===== config.mk =====
export PLATFORM = sky130hd
export DESIGN_NAME = telemetry_packet_framer_crc16_unit_flat
export DESIGN_NICKNAME = d
export VERILOG_FILES = /design/src/rtl/tpf_pkg.sv /design/src/rtl/tpf_if.sv /design/src/rtl/tpf_queue.sv /design/src/rtl/tpf_back.sv /design/src/rtl/telemetry_packet_framer_crc16_unit.sv /design/src/flat_wrapper.sv
export VERILOG_INCLUDE_DIRS = /design/src /design/src/rtl
export SDC_FILE = /design/constraint.sdc
export NUM_CORES = 1
export LEC_CHECK = 0
export BUFFER_PORTS_ARGS = -buffer_cell sky130_fd_sc_hd__buf_4
export CAP_MARGIN = 5
export CELL_PAD_IN_SITES_DETAIL_PLACEMENT = 0
export CELL_PAD_IN_SITES_GLOBAL_PLACEMENT = 2
export CORE_MARGIN = 5
export CORE_UTILIZATION = 51
export CTS_BUF_LIST = sky130_fd_sc_hd__clkbuf_2 sky130_fd_sc_hd__clkbuf_4 sky130_fd_sc_hd__clkbuf_8
export DETAILED_ROUTE_END_ITERATION = 6
export PLACE_DENSITY_LB_ADDON = 0.05
export RECOVER_POWER = 25
export SLEW_MARGIN = 20
export SYNTH_ARGS = -nofsm -noshare
export SYNTH_HDL_FRONTEND = slang
export SYNTH_SLANG_ARGS = --single-unit

===== constraint.sdc =====
create_clock -name clk_i -period 20 [get_ports clk_i]
set_clock_uncertainty 0.2 [all_clocks]
set_input_delay 0 -clock clk_i [delete_from_list [all_inputs] [get_ports clk_i]]
set_output_delay 0 -clock clk_i [all_outputs]
set_load 0.005 [all_outputs]

===== src/rtl/assert_macros.svh =====
// ---------------------------------------------------------------------------
// assertion macros shared by the framer modules
// ---------------------------------------------------------------------------
`ifndef ASSERT_MACROS_SVH
`define ASSERT_MACROS_SVH

`ifndef SYNTH
// property checked at every clock edge outside reset
`define ASSERT_CHK(name, clk, rst_n, prop, msg) \
  name: assert property (@(posedge clk) disable iff (!rst_n) prop) else $error(msg);
// property checked at every clock edge, reset included
`define ASSERT_ALWAYS(name, clk, prop, msg) \
  name: assert property (@(posedge clk) prop) else $error(msg);
`else
`define ASSERT_CHK(name, clk, rst_n, prop, msg)
`define ASSERT_ALWAYS(name, clk, prop, msg)
`endif

`endif


===== src/rtl/tpf_pkg.sv =====
// ---------------------------------------------------------------------------
// tpf_pkg
// types, packet constants and the crc-16 byte update for the framer
// ---------------------------------------------------------------------------
package tpf_pkg;

  localparam int unsigned NumWords = 10;

  localparam logic [7:0]  SyncByte  = 8'hFF;
  localparam logic [7:0]  LenByte   = 8'h1A;
  localparam logic [15:0] CrcPoly   = 16'h8005;

  // byte positions inside a packet
  localparam logic [4:0] PosSync0   = 5'd0;
  localparam logic [4:0] PosSync1   = 5'd1;
  localparam logic [4:0] PosId      = 5'd2;
  localparam logic [4:0] PosLen     = 5'd3;
  localparam logic [4:0] PosWord0   = 5'd4;
  localparam logic [4:0] PosCrcHi   = 5'd24;
  localparam logic [4:0] PosCrcLo   = 5'd25;

  typedef logic [15:0] word_t;

  // one queued record: ten values plus the id byte in force at accept
  typedef struct packed {
    word_t [NumWords-1:0] words;
    logic [7:0]           device_id;
  } record_t;

  // crc-16/buypass, one byte in, msb first
  function automatic logic [15:0] crc_feed(input logic [15:0] crc_in,
                                           input logic [7:0]  data);
    logic [15:0] c;
    c = crc_in ^ {data, 8'h00};
    for (int k = 0; k < 8; k++) begin
      if (c[15]) c = {c[14:0], 1'b0} ^ CrcPoly;
      else       c = {c[14:0], 1'b0};
    end
    return c;
  endfunction

endpackage


===== src/rtl/tpf_if.sv =====
// ---------------------------------------------------------------------------
// tpf channel interfaces
// record input, byte output and id register write channels
// ---------------------------------------------------------------------------
interface tpf_rec_if;
  logic        valid;
  logic        ready;
  logic [15:0] heading;
  logic [15:0] velocity_left;
  logic [15:0] velocity_right;
  logic [15:0] accel_x;
  logic [15:0] accel_y;
  logic [15:0] gyro_x;
  logic [15:0] gyro_y;
  logic [15:0] gyro_z;
  logic [15:0] distance_left;
  logic [15:0] distance_right;

  modport source (output valid, heading, velocity_left, velocity_right, accel_x, accel_y,
                  gyro_x, gyro_y, gyro_z, distance_left, distance_right, input ready);
  modport sink (input valid, heading, velocity_left, velocity_right, accel_x, accel_y,
                gyro_x, gyro_y, gyro_z, distance_left, distance_right, output ready);
endinterface

interface tpf_byte_if;
  logic       valid;
  logic       ready;
  logic [7:0] out_byte;
  logic       last_byte;

  modport source (output valid, out_byte, last_byte, input ready);
  modport sink (input valid, out_byte, last_byte, output ready);
endinterface

interface tpf_cfg_if;
  logic       valid;
  logic       ready;
  logic [7:0] device_id;

  modport source (output valid, device_id, input ready);
  modport sink (input valid, device_id, output ready);
endinterface


===== src/rtl/tpf_queue.sv =====
// ---------------------------------------------------------------------------
// tpf_queue
// two-entry record queue between the accepting front and the serializer
// ---------------------------------------------------------------------------
`include "assert_macros.svh"

module tpf_queue (
  input  logic             clk_i,
  input  logic             rst_ni,
  input  logic             push_i,
  input  tpf_pkg::record_t push_data_i,
  output logic             full_o,
  input  logic             pop_i,
  output logic             avail_o,
  output tpf_pkg::record_t head_o
);

  tpf_pkg::record_t mem_q [2];
  logic             wr_ptr_q, wr_ptr_d;
  logic             rd_ptr_q, rd_ptr_d;
  logic [1:0]       count_q, count_d;

  assign full_o  = (count_q == 2'd2);
  assign avail_o = (count_q != 2'd0);
  assign head_o  = mem_q[rd_ptr_q];

  // pointer and fill count update
  always_comb begin
    wr_ptr_d = wr_ptr_q ^ push_i;
    rd_ptr_d = rd_ptr_q ^ pop_i;
    count_d  = count_q + {1'b0, push_i} - {1'b0, pop_i};
  end

  always_ff @(posedge clk_i or negedge rst_ni) begin
    if (!rst_ni) begin
      wr_ptr_q <= 1'b0;
      rd_ptr_q <= 1'b0;
      count_q  <= 2'd0;
    end else begin
      wr_ptr_q <= wr_ptr_d;
      rd_ptr_q <= rd_ptr_d;
      count_q  <= count_d;
    end
  end

  // entry storage
  always_ff @(posedge clk_i) begin
    if (push_i) mem_q[wr_ptr_q] <= push_data_i;
  end

  `ASSERT_CHK(a_no_push_full, clk_i, rst_ni, push_i |-> !full_o, "push into full queue")
  `ASSERT_CHK(a_no_pop_empty, clk_i, rst_ni, pop_i |-> avail_o, "pop from empty queue")
  `ASSERT_CHK(a_count_ptrs, clk_i, rst_ni,
    (count_q == 2'd1) |-> (wr_ptr_q != rd_ptr_q), "fill count disagrees with pointers")

endmodule


===== src/rtl/tpf_back.sv =====
// ---------------------------------------------------------------------------
// tpf_back
// packet serializer: one byte per cycle while the output is not stalled, crc-16 accumulated on the fly
// ---------------------------------------------------------------------------
`include "assert_macros.svh"

module tpf_back (
  input  logic              clk_i,
  input  logic              rst_ni,
  input  logic              avail_i,
  input  tpf_pkg::record_t  head_i,
  output logic              pop_o,
  tpf_byte_if.source        out_o
);

  tpf_pkg::record_t rec_q;
  logic [4:0]       pos_q;
  logic             busy_q;
  logic [15:0]      crc_q;
  logic             ov_q;
  logic [7:0]       ob_q;
  logic             ol_q;

  logic             advance;
  logic             at_last;
  logic [3:0]       widx;
  logic [4:0]       woff;
  tpf_pkg::word_t   wsel;
  logic [7:0]       byte_d;

  assign out_o.valid     = ov_q;
  assign out_o.out_byte  = ob_q;
  assign out_o.last_byte = ol_q;

  // a byte moves into the output register when it is free or being taken
  assign advance = busy_q && (!ov_q || out_o.ready);
  assign at_last = (pos_q == tpf_pkg::PosCrcLo);
  assign pop_o   = avail_i && (!busy_q || (advance && at_last));

  // byte select for the current position
  always_comb begin
    woff   = pos_q - tpf_pkg::PosWord0;
    widx   = woff[4:1];
    wsel   = (widx < 4'(tpf_pkg::NumWords)) ? rec_q.words[4'(tpf_pkg::NumWords - 1) - widx]
                                            : 16'h0000;
    byte_d = pos_q[0] ? wsel[7:0] : wsel[15:8];
    case (pos_q)
      tpf_pkg::PosSync0,
      tpf_pkg::PosSync1: byte_d = tpf_pkg::SyncByte;
      tpf_pkg::PosId:    byte_d = rec_q.device_id;
      tpf_pkg::PosLen:   byte_d = tpf_pkg::LenByte;
      tpf_pkg::PosCrcHi: byte_d = crc_q[15:8];
      tpf_pkg::PosCrcLo: byte_d = crc_q[7:0];
      default: ;
    endcase
  end

  // control: position, busy flag, output valid and crc
  always_ff @(posedge clk_i or negedge rst_ni) begin
    if (!rst_ni) begin
      pos_q  <= 5'd0;
      busy_q <= 1'b0;
      ov_q   <= 1'b0;
      crc_q  <= 16'h0000;
    end else begin
      if (advance)             ov_q <= 1'b1;
      else if (out_o.ready)    ov_q <= 1'b0;
      if (pop_o) begin
        pos_q  <= 5'd0;
        busy_q <= 1'b1;
        crc_q  <= 16'h0000;
      end else if (advance) begin
        if (pos_q < tpf_pkg::PosCrcHi) crc_q <= tpf_pkg::crc_feed(crc_q, byte_d);
        if (at_last) begin
          pos_q  <= 5'd0;
          busy_q <= 1'b0;
        end else begin
          pos_q  <= pos_q + 5'd1;
        end
      end
    end
  end

  // payload registers
  always_ff @(posedge clk_i) begin
    if (pop_o) rec_q <= head_i;
    if (advance) begin
      ob_q <= byte_d;
      ol_q <= at_last;
    end
  end

  `ASSERT_CHK(a_pos_range, clk_i, rst_ni, pos_q <= tpf_pkg::PosCrcLo, "byte position out of range")
  `ASSERT_CHK(a_load_clears, clk_i, rst_ni,
    pop_o |=> (pos_q == 5'd0) && (crc_q == 16'h0000) && busy_q, "record load not clean")
  `ASSERT_CHK(a_last_follows_crc, clk_i, rst_ni,
    (advance && at_last) |=> ov_q && ol_q, "last byte not flagged")

endmodule


===== src/rtl/telemetry_packet_framer_crc16_unit.sv =====
// ---------------------------------------------------------------------------
// telemetry_packet_framer_crc16_unit
// frames a ten-word telemetry record into a 26-byte packet with crc-16
// ---------------------------------------------------------------------------
// channel  dir  payload                                  transfer
// in_i     in   ten 16-bit telemetry values              valid & ready
// out_o    out  out_byte[7:0], last_byte                 valid & ready
// cfg_i    in   device_id[7:0]                           valid & ready
//
// the byte serializer sends one packet byte per cycle while the consumer takes
// a byte every cycle, and records then follow with no gap. a two-entry queue
// lets up to two records be accepted while a packet is going out. reset
// clears control only, device_id resets to 1. an output stall holds the byte
// register and the serializer.
// ---------------------------------------------------------------------------
`include "assert_macros.svh"

module telemetry_packet_framer_crc16_unit (
  input  logic       clk_i,
  input  logic       rst_ni,
  tpf_rec_if.sink    in_i,
  tpf_cfg_if.sink    cfg_i,
  tpf_byte_if.source out_o
);

  logic [7:0]       dev_id_q;
  tpf_pkg::record_t entry;
  tpf_pkg::record_t head;
  logic             q_full;
  logic             q_avail;
  logic             q_pop;
  logic             push;

  // id register write port
  assign cfg_i.ready = 1'b1;

  always_ff @(posedge clk_i or negedge rst_ni) begin
    if (!rst_ni) dev_id_q <= 8'd1;
    else if (cfg_i.valid) dev_id_q <= cfg_i.device_id;
  end

  // front: accept a record and pack it with the current id
  assign in_i.ready = !q_full;
  assign push       = in_i.valid && !q_full;

  always_comb begin
    entry.words     = {in_i.heading, in_i.velocity_left, in_i.velocity_right,
                       in_i.accel_x, in_i.accel_y, in_i.gyro_x, in_i.gyro_y,
                       in_i.gyro_z, in_i.distance_left, in_i.distance_right};
    entry.device_id = dev_id_q;
  end

  tpf_queue u_queue (
    .clk_i       (clk_i),
    .rst_ni      (rst_ni),
    .push_i      (push),
    .push_data_i (entry),
    .full_o      (q_full),
    .pop_i       (q_pop),
    .avail_o     (q_avail),
    .head_o      (head)
  );

  tpf_back u_back (
    .clk_i   (clk_i),
    .rst_ni  (rst_ni),
    .avail_i (q_avail),
    .head_i  (head),
    .pop_o   (q_pop),
    .out_o   (out_o)
  );

  `ASSERT_CHK(a_ready_when_room, clk_i, rst_ni, !q_full |-> in_i.ready, "input stalled with room")
  `ASSERT_CHK(a_pop_needs_entry, clk_i, rst_ni, q_pop |-> q_avail, "serializer loaded from nothing")
  `ASSERT_ALWAYS(a_reset_idle, clk_i, !rst_ni |=> !out_o.valid, "output valid in reset")

endmodule


===== src/flat_wrapper.sv =====
// flat-port wrapper written by rule: the top's interface ports become plain ports
module telemetry_packet_framer_crc16_unit_flat 
  (clk_i, rst_ni, in_i_valid, in_i_heading, in_i_velocity_left, in_i_velocity_right, in_i_accel_x, in_i_accel_y, in_i_gyro_x, in_i_gyro_y, in_i_gyro_z, in_i_distance_left, in_i_distance_right, in_i_ready, cfg_i_valid, cfg_i_device_id, cfg_i_ready, out_o_valid, out_o_out_byte, out_o_last_byte, out_o_ready);
  tpf_rec_if in_i_i ();
  tpf_cfg_if cfg_i_i ();
  tpf_byte_if out_o_i ();
  input  logic clk_i;
  input  logic rst_ni;
  input wire logic [$bits(in_i_i.valid)-1:0] in_i_valid;
  input wire logic [$bits(in_i_i.heading)-1:0] in_i_heading;
  input wire logic [$bits(in_i_i.velocity_left)-1:0] in_i_velocity_left;
  input wire logic [$bits(in_i_i.velocity_right)-1:0] in_i_velocity_right;
  input wire logic [$bits(in_i_i.accel_x)-1:0] in_i_accel_x;
  input wire logic [$bits(in_i_i.accel_y)-1:0] in_i_accel_y;
  input wire logic [$bits(in_i_i.gyro_x)-1:0] in_i_gyro_x;
  input wire logic [$bits(in_i_i.gyro_y)-1:0] in_i_gyro_y;
  input wire logic [$bits(in_i_i.gyro_z)-1:0] in_i_gyro_z;
  input wire logic [$bits(in_i_i.distance_left)-1:0] in_i_distance_left;
  input wire logic [$bits(in_i_i.distance_right)-1:0] in_i_distance_right;
  output wire logic [$bits(in_i_i.ready)-1:0] in_i_ready;
  input wire logic [$bits(cfg_i_i.valid)-1:0] cfg_i_valid;
  input wire logic [$bits(cfg_i_i.device_id)-1:0] cfg_i_device_id;
  output wire logic [$bits(cfg_i_i.ready)-1:0] cfg_i_ready;
  output wire logic [$bits(out_o_i.valid)-1:0] out_o_valid;
  output wire logic [$bits(out_o_i.out_byte)-1:0] out_o_out_byte;
  output wire logic [$bits(out_o_i.last_byte)-1:0] out_o_last_byte;
  input wire logic [$bits(out_o_i.ready)-1:0] out_o_ready;
  assign in_i_i.valid = in_i_valid;
  assign in_i_i.heading = in_i_heading;
  assign in_i_i.velocity_left = in_i_velocity_left;
  assign in_i_i.velocity_right = in_i_velocity_right;
  assign in_i_i.accel_x = in_i_accel_x;
  assign in_i_i.accel_y = in_i_accel_y;
  assign in_i_i.gyro_x = in_i_gyro_x;
  assign in_i_i.gyro_y = in_i_gyro_y;
  assign in_i_i.gyro_z = in_i_gyro_z;
  assign in_i_i.distance_left = in_i_distance_left;
  assign in_i_i.distance_right = in_i_distance_right;
  assign in_i_ready = in_i_i.ready;
  assign cfg_i_i.valid = cfg_i_valid;
  assign cfg_i_i.device_id = cfg_i_device_id;
  assign cfg_i_ready = cfg_i_i.ready;
  assign out_o_valid = out_o_i.valid;
  assign out_o_out_byte = out_o_i.out_byte;
  assign out_o_last_byte = out_o_i.last_byte;
  assign out_o_i.ready = out_o_ready;
  telemetry_packet_framer_crc16_unit u_core (.clk_i(clk_i), .rst_ni(rst_ni), .in_i(in_i_i), .cfg_i(cfg_i_i), .out_o(out_o_i));
endmodule

* After elaboration in Yosys (flattened, before gate mapping) *
Memory sizes are Yosys's and may differ from the RTL's. A register that Yosys moved wholly into a read port is not among the register bits.
Cells that the tools add are included.

word-level totals
  register bits after elaboration = 44
  bits in latches = 0
  RAM bits = 336
  ROM bits = 0
  bits of input ports = 173
  output and inout bits = 12
  logic and storage cells = 101
  memories = 1

memory list
  name                  depth  bits a word  rd ports  clocked after Yosys merged registers in  wr ports  line             text
  u_core.u_queue.mem_q  2      168          1         1                                        1         tpf_queue.sv:18  tpf_pkg::record_t mem_q [2];

operators by class
  $add $sub $neg = 5
  $mul = 0
  div/mod/pow operators = 0
  order comparisons = 3
  equal/unequal tests = 6
  shifts and indexed selects = 0
  multiplexer cells = 47
  bitwise logic cells = 11
  reductions and logical operators = 18

operator list
  operator               number
  $mux W16               34
  $bmux W16 S4           1
  $pmux W8 S5            1
  $not A3 Y3             8
  $xor A16 B16 Y16       1
  $mux W5                3
  $eq A5 B2 Y1 const B   2
  $eq A5 B5 Y1 const B   2
  $reduce_bool A2 Y1     5
  $mux W8                1
  $mux W1                7
  $add A5 B1 Y5 const B  1
  $eq A5 B1 Y1 const B   1
  $logic_not A5 Y1       1
  $lt A4 B5 Y1 const B   1
  $lt A5 B5 Y1 const B   1
  $sub A5 B3 Y5 const B  1
  $logic_and A1 B1 Y1    4
  $lt A4 B4 Y1 const B   1
  $reduce_and A2 Y1      2
  $sub A4 B4 Y4 const A  1
  $logic_not A1 Y1       3
  $add A2 B1 Y2          1
  $eq A2 B2 Y1 const B   1
  4 further kinds        6

* Depth between registers and ports, before layout *
Gate-level depths: netlist (run 1).

  depth in word-level cells = 48
  gate-level depth with buffers = 17
  mapped depth without buffers = 12

* By module *
Synthesis (run 1) repeated with hierarchy kept, for this count alone.

second synthesis, totals
  cells, all modules = 1070
  area total of the unflattened synthesis = 21682.0 µm²

by module, submodules not included
  module                              instances  cells each  area an instance (µm²)  sequential area each (µm²)
  tpf_queue                           1          539         12753.5                 10189.8
  tpf_back                            1          510         8574.5                  5890.6
  telemetry_packet_framer_crc16_unit  1          21          354.1                   201.4

* Least setup slack after synthesis (run 1) *
No wires, ideal clock.

  path type = flip-flop to flip-flop
  start point = register u_core.u_back.pos_q[1]
  end point = register u_core.u_back.crc_q[10]
  setup time = 0.121 ns
  arrival time = 12.261 ns
  required time = 19.679 ns
  slack = 7.418 ns
  cell stages (with the launch flop) = 15
  path buffers = 7
  clock period less this slack = 12.582 ns
  path through = dfrtp_1 > buf_6 > buf_8 > buf_8 > buf_6 > inv_1 > ha_1 > and3_1 > buf_6 > clkbuf_1 > nand2_1 > a21oi_1 > nor2_1 > clkbuf_1 > a22o_1

on the way
  longest elaborated chain between the ends = 6
  elaborated cells between the ends (all ways) = 9
  those cells by class = 1 x order compare; 1 x eq/ne; 1 x mux; 6 x reduce/logical

RTL lines
  element                              line                                      text
  start, declared                      tpf_back.sv:17                            logic [4:0] pos_q;
  start signal, assigned               tpf_back.sv:78                            pos_q <= pos_q + 5'd1;
  $eq A5 B5 Y1 (*)                     tpf_back.sv:37                            assign at_last = (pos_q == tpf_pkg::PosCrcLo);
  net u_core.u_back.at_last            tpf_back.sv:25                            logic at_last;
  $logic_and A1 B1 Y1 (*)              tpf_back.sv:38                            assign pop_o = avail_i && (!busy_q || (advance && at_last));
  $logic_or A1 B1 Y1 (*)               tpf_back.sv:38
  $logic_and A1 B1 Y1 (*)              tpf_back.sv:38
  net u_core.q_pop                     telemetry_packet_framer_crc16_unit.sv:31  logic q_pop;
  $reduce_bool A2 Y1 (no source line)  -
  $reduce_and A2 Y1 (no source line)   -
  end signal, assigned                 tpf_back.sv:73                            if (pos_q < tpf_pkg::PosCrcHi) crc_q <= tpf_pkg::crc_feed(crc_q, byte_d);
  end, declared                        tpf_back.sv:19                            logic [15:0] crc_q;

Mark *: on every way through the listed nets, which the timed path passes. The rest lies on a longest branch.
A chain may end at the register's enable or synchronous reset.

* Worst setup path after layout (run 1) *
  start point = register u_core.u_back.pos_q[2]
  end point = register u_core.u_back.crc_q[15]

on the way
  longest elaborated chain between the ends = 41
  elaborated cells between the ends (all ways) = 62
  those cells by class = 2 x add/sub; 2 x order compare; 5 x eq/ne; 37 x mux; 8 x bitwise; 8 x reduce/logical

RTL lines
  element                         line            text
  $sub A5 B3 Y5                   tpf_back.sv:42  woff = pos_q - tpf_pkg::PosWord0;
  $sub A4 B4 Y4                   tpf_back.sv:44  wsel = (widx < 4'(tpf_pkg::NumWords)) ? rec_q.words[4'(tpf_pkg::NumWords - 1) - widx]
  $bmux W16 S4                    tpf_back.sv:44
  $mux W16 (implied by the code)  tpf_back.sv:44
  $mux W16                        tpf_back.sv:44
  $mux W8                         tpf_back.sv:46  byte_d = pos_q[0] ? wsel[7:0] : wsel[15:8];
  $pmux W8 S5 (*)                 tpf_back.sv:47  case (pos_q)
  net u_core.u_back.byte_d[4]     tpf_back.sv:29  logic [7:0] byte_d;
  [26 not listed]                 -
  $mux W16 (*)                    tpf_pkg.sv:36   if (c[15]) c = {c[14:0], 1'b0} ^ CrcPoly;
  $mux W16 (*)                    tpf_back.sv:73
  $mux W16 (*)                    tpf_back.sv:72  end else if (advance) begin
  $mux W16 (*)                    tpf_back.sv:68  if (pop_o) begin
  $mux W16 (*)                    tpf_pkg.sv:36
  $mux W16 (*)                    tpf_back.sv:73
  $mux W16 (*)                    tpf_back.sv:72
  $mux W16 (*)                    tpf_back.sv:68

Mark *: on every way through the listed nets, which the timed path passes. The rest lies on a longest branch. The select of a mux whose other input is x is not followed.

==> results.toml, run 1 <==
[outcome]
status = "finished, violations left"
violations = "max-capacitance violations, max-slew violations"

[pwr]
p_int_w = 0.00266
p_switching_w = 0.00117
ir_worst_vdd_mv = 0.138
powerDensity_nw_per_um2 = 136
p_seq_frac = 0.430
clkPwrFrac = 0.240
p_leak_nw = 10.2
pwr-share-comb = 0.330
p_sw_frac = 0.305

[logic_synthesis]
synth_edf_count = 513
synth_seq_cells = 548
synth_ff_type = "edfxtp_1"
ys_async_sr_fraction = 0.0639
synth_fp_nets = 1250
syn_inst = 1064
synth.lib_cells_used.distinct = 65
syn_area_um2 = 21100
yosys.area.top_type_share = 0.731
yosys.area.top_type = "edfxtp_1"
ys_seq_area_frac = 0.772
synthTopCellsByArea = "edfxtp_1, mux2_2, dfrtp_1"
yosys_warnings = 0
synth_area_per_cell_um2 = 19.8

[grt]
antenna_found_initial = 1
first_global_vias = 12690
grtUsageTotal = 0.212
grt_pass1_wl_um = 72700
grt.overflow.total = 0
grt_max_degree = 178

[clock_tree]
clk_latency_ns = 0.64
htreeDepth = 3
cts_buffers = 90
cts_tree = "yes"
root_buffer = "clkbuf_8"
clk_path_buf_depth = 3
clkTransAtPathRegs_ns = 0.06
clock_sinks = 548

[timing]
setup_viol = 0
hold_violations = 0
setup_tns_ns = 0
drv_slew = 36
relSlewSlack = -0.360
fmax_mhz = 187
grt_setup_unrepaired = "no"
finalCritPeriodShare = 0.267
worst_pin_slew_ns = 2.04
period_needed_ns = 5.35

[worst_hold_path]
whs_path_depth = 6
hold_class = "in2reg"
min_to = "u_core.u_queue.wr_ptr_q$_DFF_PN0_"
min_from = "in_i_valid"

[worst_setup_path]
r2r_cells = 12
rr_startpoint = "u_core.u_back.pos_q[2]$_DFFE_PN0P_"
r2r-end = "u_core.u_back.crc_q[15]$_DFFE_PN0P_"
crit_type = "reg2reg"
cp-start-kind = "flop"
startpoint = "u_core.u_back.pos_q[2]$_DFFE_PN0P_"
cp_data_required_time_ns = 20.31
r2r_slack_ns = 14.65
worst-path-max-fanout = 23
worstPathArrival_ns = 5.66
worstSetupEndpointType = "flop"

[drt]
drt_iter0_markers = 854
ant_nets = 0
viasPerCell = 5.19
wire_per_inst_um = 21.0
dr.pass1.iters = 4
vias = 11686
wl_um = 47300
drcViolationCount = 0

[die]
initial_utilization = 0.516
die_h_um = 213
core_area_um2 = 40800
die_w_um = 213
io_pins = 185
fp-row-count = 74
dieArea_um2 = 45500

[placed_design]
placed_area_um2 = 23000
port_buffers = 183
routabilityCongestion = 0.856
dp_hpwl_um = 27700

[run]
cap_violations = 1

[layout]
design_area_um2 = 28200
seq_area_um2 = 16300
drive_gt1_frac = 0.319
fin_nets = 1842
diodes = 0
multi_input_area_um2 = 4540
area_growth_pct = 33.8
fillCellCount = 2611
==> cell usage after synthesis (5+ instances only) <==
master and instances:
nand2b_1 8, o221ai_1 5, nand2_1 20, mux2i_1 50, mux2_2 178, xnor2_1 9
nor2_1 28, dfrtp_1 34, nand3_1 9, a221oi_1 6, a21oi_1 16, a22o_1 20
edfxtp_1 513, clkbuf_1 24, a221o_1 5, mux4_2 15, buf_6 5, ha_1 13
xor2_1 8, inv_1 11, a22oi_1 11, o21ai_0 9, buf_2 6
==> cell families after synthesis <==
kind of cell    after synthesis  synth area share
buf+inv                      54            0.0141
fa+ha+maj                    13           0.00772
flops                       548             0.772
simple gates                 89            0.0220
compound gates               92            0.0353
xor+xnor                     24            0.0135
mux                         243             0.135
other cells                   1          0.000178
==> how the worst max path moves through the flow <==
stage	slack (ns)	to
2_1_floorplan	7.42	u_core.u_back.crc_q[10]$_DFFE_PN0P_
3_3_place_gp	14.82	u_core.u_back.crc_q[15]$_DFFE_PN0P_
3_5_place_dp	14.63	u_core.u_back.crc_q[15]$_DFFE_PN0P_
4_1_cts	14.62	u_core.u_back.crc_q[15]$_DFFE_PN0P_
5_1_grt	14.30	u_core.u_back.crc_q[15]$_DFFE_PN0P_
6_report	14.65	u_core.u_back.crc_q[15]$_DFFE_PN0P_
==> through the flow <==
| step | setup slack, ns | hold slack [ns] | cells | util | power [W] |
|---|---|---|---|---|---|
| 6_report | 14.65 | 0.226 | 2251 | 0.691 | 0.00383 |
| 5_1_grt | 14.30 | 0.232 | 2251 | 0.691 | 0.00404 |
| 4_1_cts | 14.62 | 0.142 | 2250 | 0.690 | 0.00387 |
| 3_5_place_dp | 14.63 | -0.195 | 1744 | 0.563 | 0.00288 |
| 3_3_place_gp | 14.82 | -0.199 | 1744 | 0.563 | 0.00286 |
| 2_1_floorplan | 7.42 | -0.496 | 1064 | - | 0.00260 |
==> final cells by class <==
class                           instances  share of cell area
Inverter                               11             0.00146
Sequential cell                       548               0.578
Clock inverter                         23             0.00421
Timing Repair Buffer                  543               0.176
Multi-Input combinational cell        462               0.161
Tap cell                              532              0.0236
Clock buffer                          132              0.0555
==> worst max-delay path: stages, from the launching register on <==
cell and delay [ns]:
dfrtp_1 1.04, inv_1 0.37, ha_1 0.89, nor2b_1 0.58, a22o_1 0.27, a221oi_1 0.07, o221ai_1 0.23, nand4_1 0.18
xnor2_1 0.39, xnor2_2 0.18, xor3_2 0.41, xnor3_1 0.20, a22o_1 0.21
==> placed cells by master, fill, tap and decap left out, types with 11 or more instances in the layout <==
cell,n
a21oi_1,14
a22o_1,20
a22oi_1,11
buf_4,74
clkbuf_4,155
clkbuf_8,92
clkinv_1,14
dfrtp_1,32
dlygate4sd3_1,350
edfxtp_1,513
ha_1,11
inv_1,11
mux2_2,178
mux2i_1,50
mux4_2,15
nand2_1,20
nor2_1,27
==> layer usage <==
metal	up-vias	part of all wire	global-route usage
met5	-	0.00027	0
met1	5887	0.42	0.277
li1	5413	-	-
met3	95	0.049	0.0475
met2	289	0.50	0.352
met4	2	0.032	0.0779
==> sequential cells by signal, summed over array words and instances (netlist names) <==
name / count
u_core.u_queue.wr_ptr_q: 1
u_core.u_back.pos_q: 5
u_core.u_back.crc_q: 16
u_core.u_back.rec_q: 168
u_core.u_queue.rd_ptr_q: 1
u_core.u_queue.mem_q: 336
u_core.u_back.out_o.valid: 1
u_core.u_back.busy_q: 1
u_core.u_back.out_o.last_byte: 1
u_core.u_back.out_o.out_byte: 8
u_core.dev_id_q: 8
u_core.u_queue.count_q: 2
==> what timing repair did <==
action,in CTS,in global routing
resized for setup,0,0
setup buffers,0,0
hold buffers,351,0
hold endpoints to repair,373,0
==> power by group through the flow <==
stage	combinational [W]	clock [W]	sequential [W]
after CTS	0.00127	0.000944	0.00165
after global placement	0.00120	0	0.00166
after detailed placement	0.00121	0	0.00167
after global routing	0.00138	0.00100	0.00167
after floorplan	0.000959	0	0.00164
final	0.00126	0.000920	0.00165
(Power assumes the default switching activity.)
==> run 2, diff against run 1 <==
--- a/config.mk
+++ b/config.mk
@@ -11,7 +11,7 @@
 export CELL_PAD_IN_SITES_DETAIL_PLACEMENT = 0
 export CELL_PAD_IN_SITES_GLOBAL_PLACEMENT = 2
 export CORE_MARGIN = 5
-export CORE_UTILIZATION = 51
+export CORE_UTILIZATION = 43
 export CTS_BUF_LIST = sky130_fd_sc_hd__clkbuf_2 sky130_fd_sc_hd__clkbuf_4 sky130_fd_sc_hd__clkbuf_8
 export DETAILED_ROUTE_END_ITERATION = 6
 export PLACE_DENSITY_LB_ADDON = 0.05
==> constraint.sdc (replaced) <==
create_clock -name clk_i -period 4.6 [get_ports clk_i]
set_clock_uncertainty 0.2 [all_clocks]
set_input_delay 0 -clock clk_i [delete_from_list [all_inputs] [get_ports clk_i]]
set_output_delay 0 -clock clk_i [all_outputs]
set_load 0.005 [all_outputs]
==> run 2 against run 1 <==
The run still ends with max-capacitance violations, max-slew violations left; first-iteration DRC count down 14%; via count barely moved; combinational power increased to 4.5 times the previous value; utilization fell by 10 points; setup slack got worse by 14 ns; clock-buffer cell count shrank 9; power rose to 4.4 times the previous value; critical path depth shrank 1; critical path type unchanged; largest power group unchanged.
==> results.toml, run 2 (synthesis results as in run 1) <==
[outcome]
status = "finished, violations left"
violations = "max-capacitance violations, max-slew violations"

[layout]
design_area_um2 = 28600
area_growth_pct = 35.8
fillCellCount = 3693
most-common-layout-cells = "edfxtp_1, dlygate4sd3_1, mux2_2"
fin_nets = 1861
layout.cells.non_filler = 2405
final_common_cell = "edfxtp_1"
diodes = 0
largest_register_ffs = 336
top_register = "u_core.u_queue.mem_q"
reg_top3 = "u_core.u_queue.mem_q x336, u_core.u_back.rec_q x168, u_core.u_back.crc_q x16"
drive_gt1_frac = 0.322

[die]
initial_utilization = 0.432
fp-row-count = 81
io_pins = 185
die_h_um = 231
die_w_um = 231
core_area_um2 = 48700
dieArea_um2 = 53600

[worst_setup_path]
startpoint = "u_core.u_back.pos_q[1]$_DFFE_PN0P_"
crit_chain = "buf_12 > mux2i_1 > nor2_1 > o211ai_1 > nand3_1 > a21oi_2 > xnor2_1 > xnor2_2 > xor3_2 > xnor3_1 > a22o_1"
worstSetupEndpointType = "flop"
critPathTopFamily = "XOR/XNOR gates"
rr_startpoint = "u_core.u_back.pos_q[1]$_DFFE_PN0P_"
cp_data_required_time_ns = 4.94
critPathCapture = "u_core.u_back.crc_q[15]$_DFFE_PN0P_"
worstPathArrival_ns = 4.47
r2r_slack_ns = 0.47
slowest_delay_ns = 0.81
cp-start-kind = "flop"
critPathBufInv = 1
cp.depth = 11
crit_slowest_cell = "dfrtp_4"
crit_type = "reg2reg"
r2r_cells = 11
worst-path-max-fanout = 33
r2r-end = "u_core.u_back.crc_q[15]$_DFFE_PN0P_"

[drt]
wire_per_inst_um = 20.4
wl_um = 49000
dr.pass1.iters = 5
drcViolationCount = 0
ant_nets = 0
vias = 11697
viasPerCell = 4.86
drt_iter0_markers = 732

[timing]
setup_tns_ns = 0
fmax_mhz = 242
finalCritPeriodShare = 0.897
setup_viol = 0
worst_pin_slew_ns = 2.12
relSlewSlack = -0.411
hold_violations = 0
grt_setup_unrepaired = "no"
drv_slew = 36
period_needed_ns = 4.13
setup_slack_ns = 0.474
hold_ws_ns = 0.103

[clock_tree]
root_buffer = "clkbuf_8"
post_cts_buffers = 0
cts_buffers = 94
clkTransAtPathRegs_ns = 0.06
clock_sinks = 548
clk_path_buf_depth = 3
clk_latency_ns = 0.66
htreeDepth = 3
ctsResizeCount = 0
cts_tree = "yes"

[placed_design]
port_buffers = 183
routabilityCongestion = 0.820
dp_hpwl_um = 29600
placed_area_um2 = 23400
place_ws_ns = 0.434
dp_cells = 1893

[grt]
antenna_found_initial = 0
first_global_vias = 12637
grt_max_degree = 94
grt.overflow.total = 0
grt_pass1_wl_um = 75500
grtUsageTotal = 0.186

[pwr]
p_leak_nw = 10.3
ir_worst_vdd_mv = 0.669
powerDensity_nw_per_um2 = 594

[worst_hold_path]
hold_class = "in2reg"

[run]
cap_violations = 1
-- run 2: through the flow --
step | total power, W | utilization
global placement | 0.0128 | 0.480
detailed placement | 0.0128 | 0.480
floorplan | 0.0112 | -
CTS | 0.0173 | 0.588
global route | 0.0179 | 0.587
finish | 0.0170 | 0.587
-- run 2: timing repair --
item,in CTS,in global routing
hold endpoints to repair,372,0
endpoints found under the setup margin,0,0
hold buffers,350,0
-- run 2: worst min-delay path by stage --
stage,start,to,slack [ns],depth (start not counted)
floorplan,rst_ni,u_core.dev_id_q[1]$_DFFE_PN0P_,-0.50,0
CTS,out_o_ready,u_core.u_back.out_o.valid$_DFFE_PN0P_,0.04,4
detailed placement,rst_ni,u_core.u_back.pos_q[4]$_DFFE_PN0P_,-0.19,1
global placement,rst_ni,u_core.u_back.pos_q[4]$_DFFE_PN0P_,-0.19,1
global route,out_o_ready,u_core.u_back.out_o.valid$_DFFE_PN0P_,0.06,4
finish,out_o_ready,u_core.u_back.out_o.valid$_DFFE_PN0P_,0.10,4
-- run 2: where the power goes --
| part | total (W) | internal, W | switching, W | leakage (nW) |
|---|---|---|---|---|
| clock | 0.00414 | 0.00226 | 0.00188 | 0.919 |
| combinational | 0.00573 | 0.00282 | 0.00291 | 4.26 |
| sequential | 0.00714 | 0.00669 | 0.000443 | 5.13 |
-- run 2: routing by layer --
layer,GRT usage,wire length (um),vias to the layer above
li1,-,-,5455
met1,0.250,21200,5896
met2,0.309,24800,280
met3,0.0412,2180,66
met4,0.0522,882,0
met5,0,0,-
-- run 2: area by class of cell --
class,count,area [um2],share of cell area
Inverter,11,43.8,0.00153
Timing Repair Buffer,558,5140,0.179
Tap cell,664,831,0.0290
Clock inverter,39,241,0.00843
Sequential cell,548,16300,0.569
Multi-Input combinational cell,462,4560,0.159
Clock buffer,123,1520,0.0532
-- run 2: worst min-delay path: cells and delay by family --
| kind | cells | cell delay, ns |
|---|---|---|
| buf+inv | 2 | 0.63 |
| simple gates | 2 | 0.27 |
==> run 3, diff against run 2 <==
--- a/config.mk
+++ b/config.mk
@@ -15,7 +15,7 @@
 export CTS_BUF_LIST = sky130_fd_sc_hd__clkbuf_2 sky130_fd_sc_hd__clkbuf_4 sky130_fd_sc_hd__clkbuf_8
 export DETAILED_ROUTE_END_ITERATION = 6
 export PLACE_DENSITY_LB_ADDON = 0.05
-export RECOVER_POWER = 25
+export RECOVER_POWER = 50
 export SLEW_MARGIN = 20
 export SYNTH_ARGS = -nofsm -noshare
 export SYNTH_HDL_FRONTEND = slang
==> run 3 against run 2 <==
The run still ends with max-capacitance violations, max-slew violations left; routed wire length down 0.26%; power down 0.14%; first-iteration DRC count down 9.4%; critical path depth up 1; utilization down 0.17 points; global-route usage unchanged; flip-flop and latch count unchanged; setup slack worse by 0.044 ns; via count up 0.22%; die area unchanged; combinational power about the same; sequential share of layout area up 0.15 points.
==> results.toml, run 3 (synthesis results as in run 1) <==
[worst_hold_path]
hold_class = "in2reg"

[placed_design]
port_buffers = 183
dp_cells = 1893
routabilityCongestion = 0.820
placed_area_um2 = 23400
dp_hpwl_um = 29600
place_ws_ns = 0.434

[die]
core_area_um2 = 48700
fp-row-count = 81
die_h_um = 231
io_pins = 185
initial_utilization = 0.432
dieArea_um2 = 53600
die_w_um = 231

[worst_setup_path]
cp-start-kind = "flop"
crit_slowest_cell = "dfrtp_4"
cp_data_required_time_ns = 4.94
slowest_delay_ns = 0.81
worstPathArrival_ns = 4.51
crit_type = "reg2reg"
worst-path-max-fanout = 26
worstSetupEndpointType = "flop"
crit_chain = "inv_4 > ha_4 > and3_1 > a211oi_4 > nor3b_4 > o221ai_1 > nand4_1 > xnor2_1 > xnor2_2 > xor3_2 > xnor3_1 > a22o_1"

[clock_tree]
clk_latency_ns = 0.66
root_buffer = "clkbuf_8"
clkTransAtPathRegs_ns = 0.06
cts_buffers = 94
ctsResizeCount = 0
clock_sinks = 548
cts_tree = "yes"
clk_path_buf_depth = 3
htreeDepth = 3

[layout]
most-common-layout-cells = "edfxtp_1, dlygate4sd3_1, clkbuf_4"
fin_nets = 1861
reg_top3 = "u_core.u_queue.mem_q x336, u_core.u_back.rec_q x168, u_core.u_back.crc_q x16"
area_growth_pct = 35.4
design_area_um2 = 28600
top_register = "u_core.u_queue.mem_q"
largest_register_ffs = 336
drive_gt1_frac = 0.311
final_common_cell = "edfxtp_1"
layout.cells.non_filler = 2405
diodes = 0

[pwr]
powerDensity_nw_per_um2 = 595
p_leak_nw = 10.3
ir_worst_vdd_mv = 0.670

[outcome]
status = "finished, violations left"
violations = "max-capacitance violations, max-slew violations"

[grt]
grt_pass1_wl_um = 75500
grt_max_degree = 94
first_global_vias = 12637
grt.overflow.total = 0
grtUsageTotal = 0.186
antenna_found_initial = 0

[drt]
drt_iter0_markers = 663
viasPerCell = 4.87
drcViolationCount = 0
dr.pass1.iters = 5
wl_um = 48900
ant_nets = 0
vias = 11723
wire_per_inst_um = 20.3

[timing]
hold_violations = 0
fmax_mhz = 240
setup_tns_ns = 0
finalCritPeriodShare = 0.907
setup_viol = 0
grt_setup_unrepaired = "no"
period_needed_ns = 4.17
drv_slew = 162
worst_pin_slew_ns = 2.42
relSlewSlack = -0.612
setup_slack_ns = 0.430

[run]
cap_violations = 4
-- run 3: layer usage --
metal / global-route usage / wire [um] / vias to the layer above
met1: 0.250 / 21300 / 5933
met5: 0 / 0 / -
met2: 0.309 / 24700 / 262
met4: 0.0522 / 893 / 0
li1: - / - / 5458
met3: 0.0412 / 1990 / 70
-- run 3: per-stage QoR --
stage	power, W	hold WS, ns	utilization
3_3_place_gp	0.0128	-0.191	0.480
3_5_place_dp	0.0128	-0.185	0.480
6_report	0.0170	0.0981	0.586
2_1_floorplan	0.0112	-0.496	-
5_1_grt	0.0179	0.0554	0.586
4_1_cts	0.0173	0.0378	0.588
-- run 3: where the power goes --
part           internal (W)  switching, W  total, W  leakage [nW]
combinational       0.00279       0.00291   0.00570          4.22
sequential          0.00670      0.000438   0.00714          5.13
clock               0.00226       0.00188   0.00414         0.919
-- run 3: worst paths after layout --
check,cells past startpoint,end,slack [ns],start
worst max-delay path,12,u_core.u_back.crc_q[15]$_DFFE_PN0P_,0.43,u_core.u_back.pos_q[1]$_DFFE_PN0P_
worst min register to register,0,u_core.u_queue.mem_q[0][6]$_DFFE_PP_,0.28,u_core.dev_id_q[6]$_DFFE_PN0P_
max in group asynchronous,4,u_core.u_back.pos_q[1]$_DFFE_PN0P_,1.71,rst_ni
worst max register to register,12,u_core.u_back.crc_q[15]$_DFFE_PN0P_,0.43,u_core.u_back.pos_q[1]$_DFFE_PN0P_
worst min-delay path,4,u_core.u_back.out_o.valid$_DFFE_PN0P_,0.1,out_o_ready
min in group asynchronous,4,u_core.u_back.pos_q[0]$_DFFE_PN0P_,0.99,rst_ni
-- run 3: repair_timing --
item | 4_1_cts | 5_1_grt
setup buffers | 0 | 0
hold buffers | 350 | 0
endpoints found under the hold margin | 372 | 0
-- run 3: critical path, delay by kind of cell, from the launching register on --
| family | cells | cell delay [ns] |
|---|---|---|
| compound gates | 3 | 0.75 |
| xor+xnor | 4 | 1.00 |
| fa+ha+maj | 1 | 0.18 |
| buf+inv | 1 | 0.09 |
| flops | 1 | 0.81 |
| simple gates | 3 | 1.02 |
-- run 3: cell type report --
cell class / count / area (um2)
clock buffer: 123 / 1520
clock inverter: 39 / 241
fill: 3707 / 20200
inverter: 11 / 43.8
multi-input combinational: 462 / 4530
sequential: 548 / 16300
tap: 664 / 831
timing repair buffer: 558 / 5090
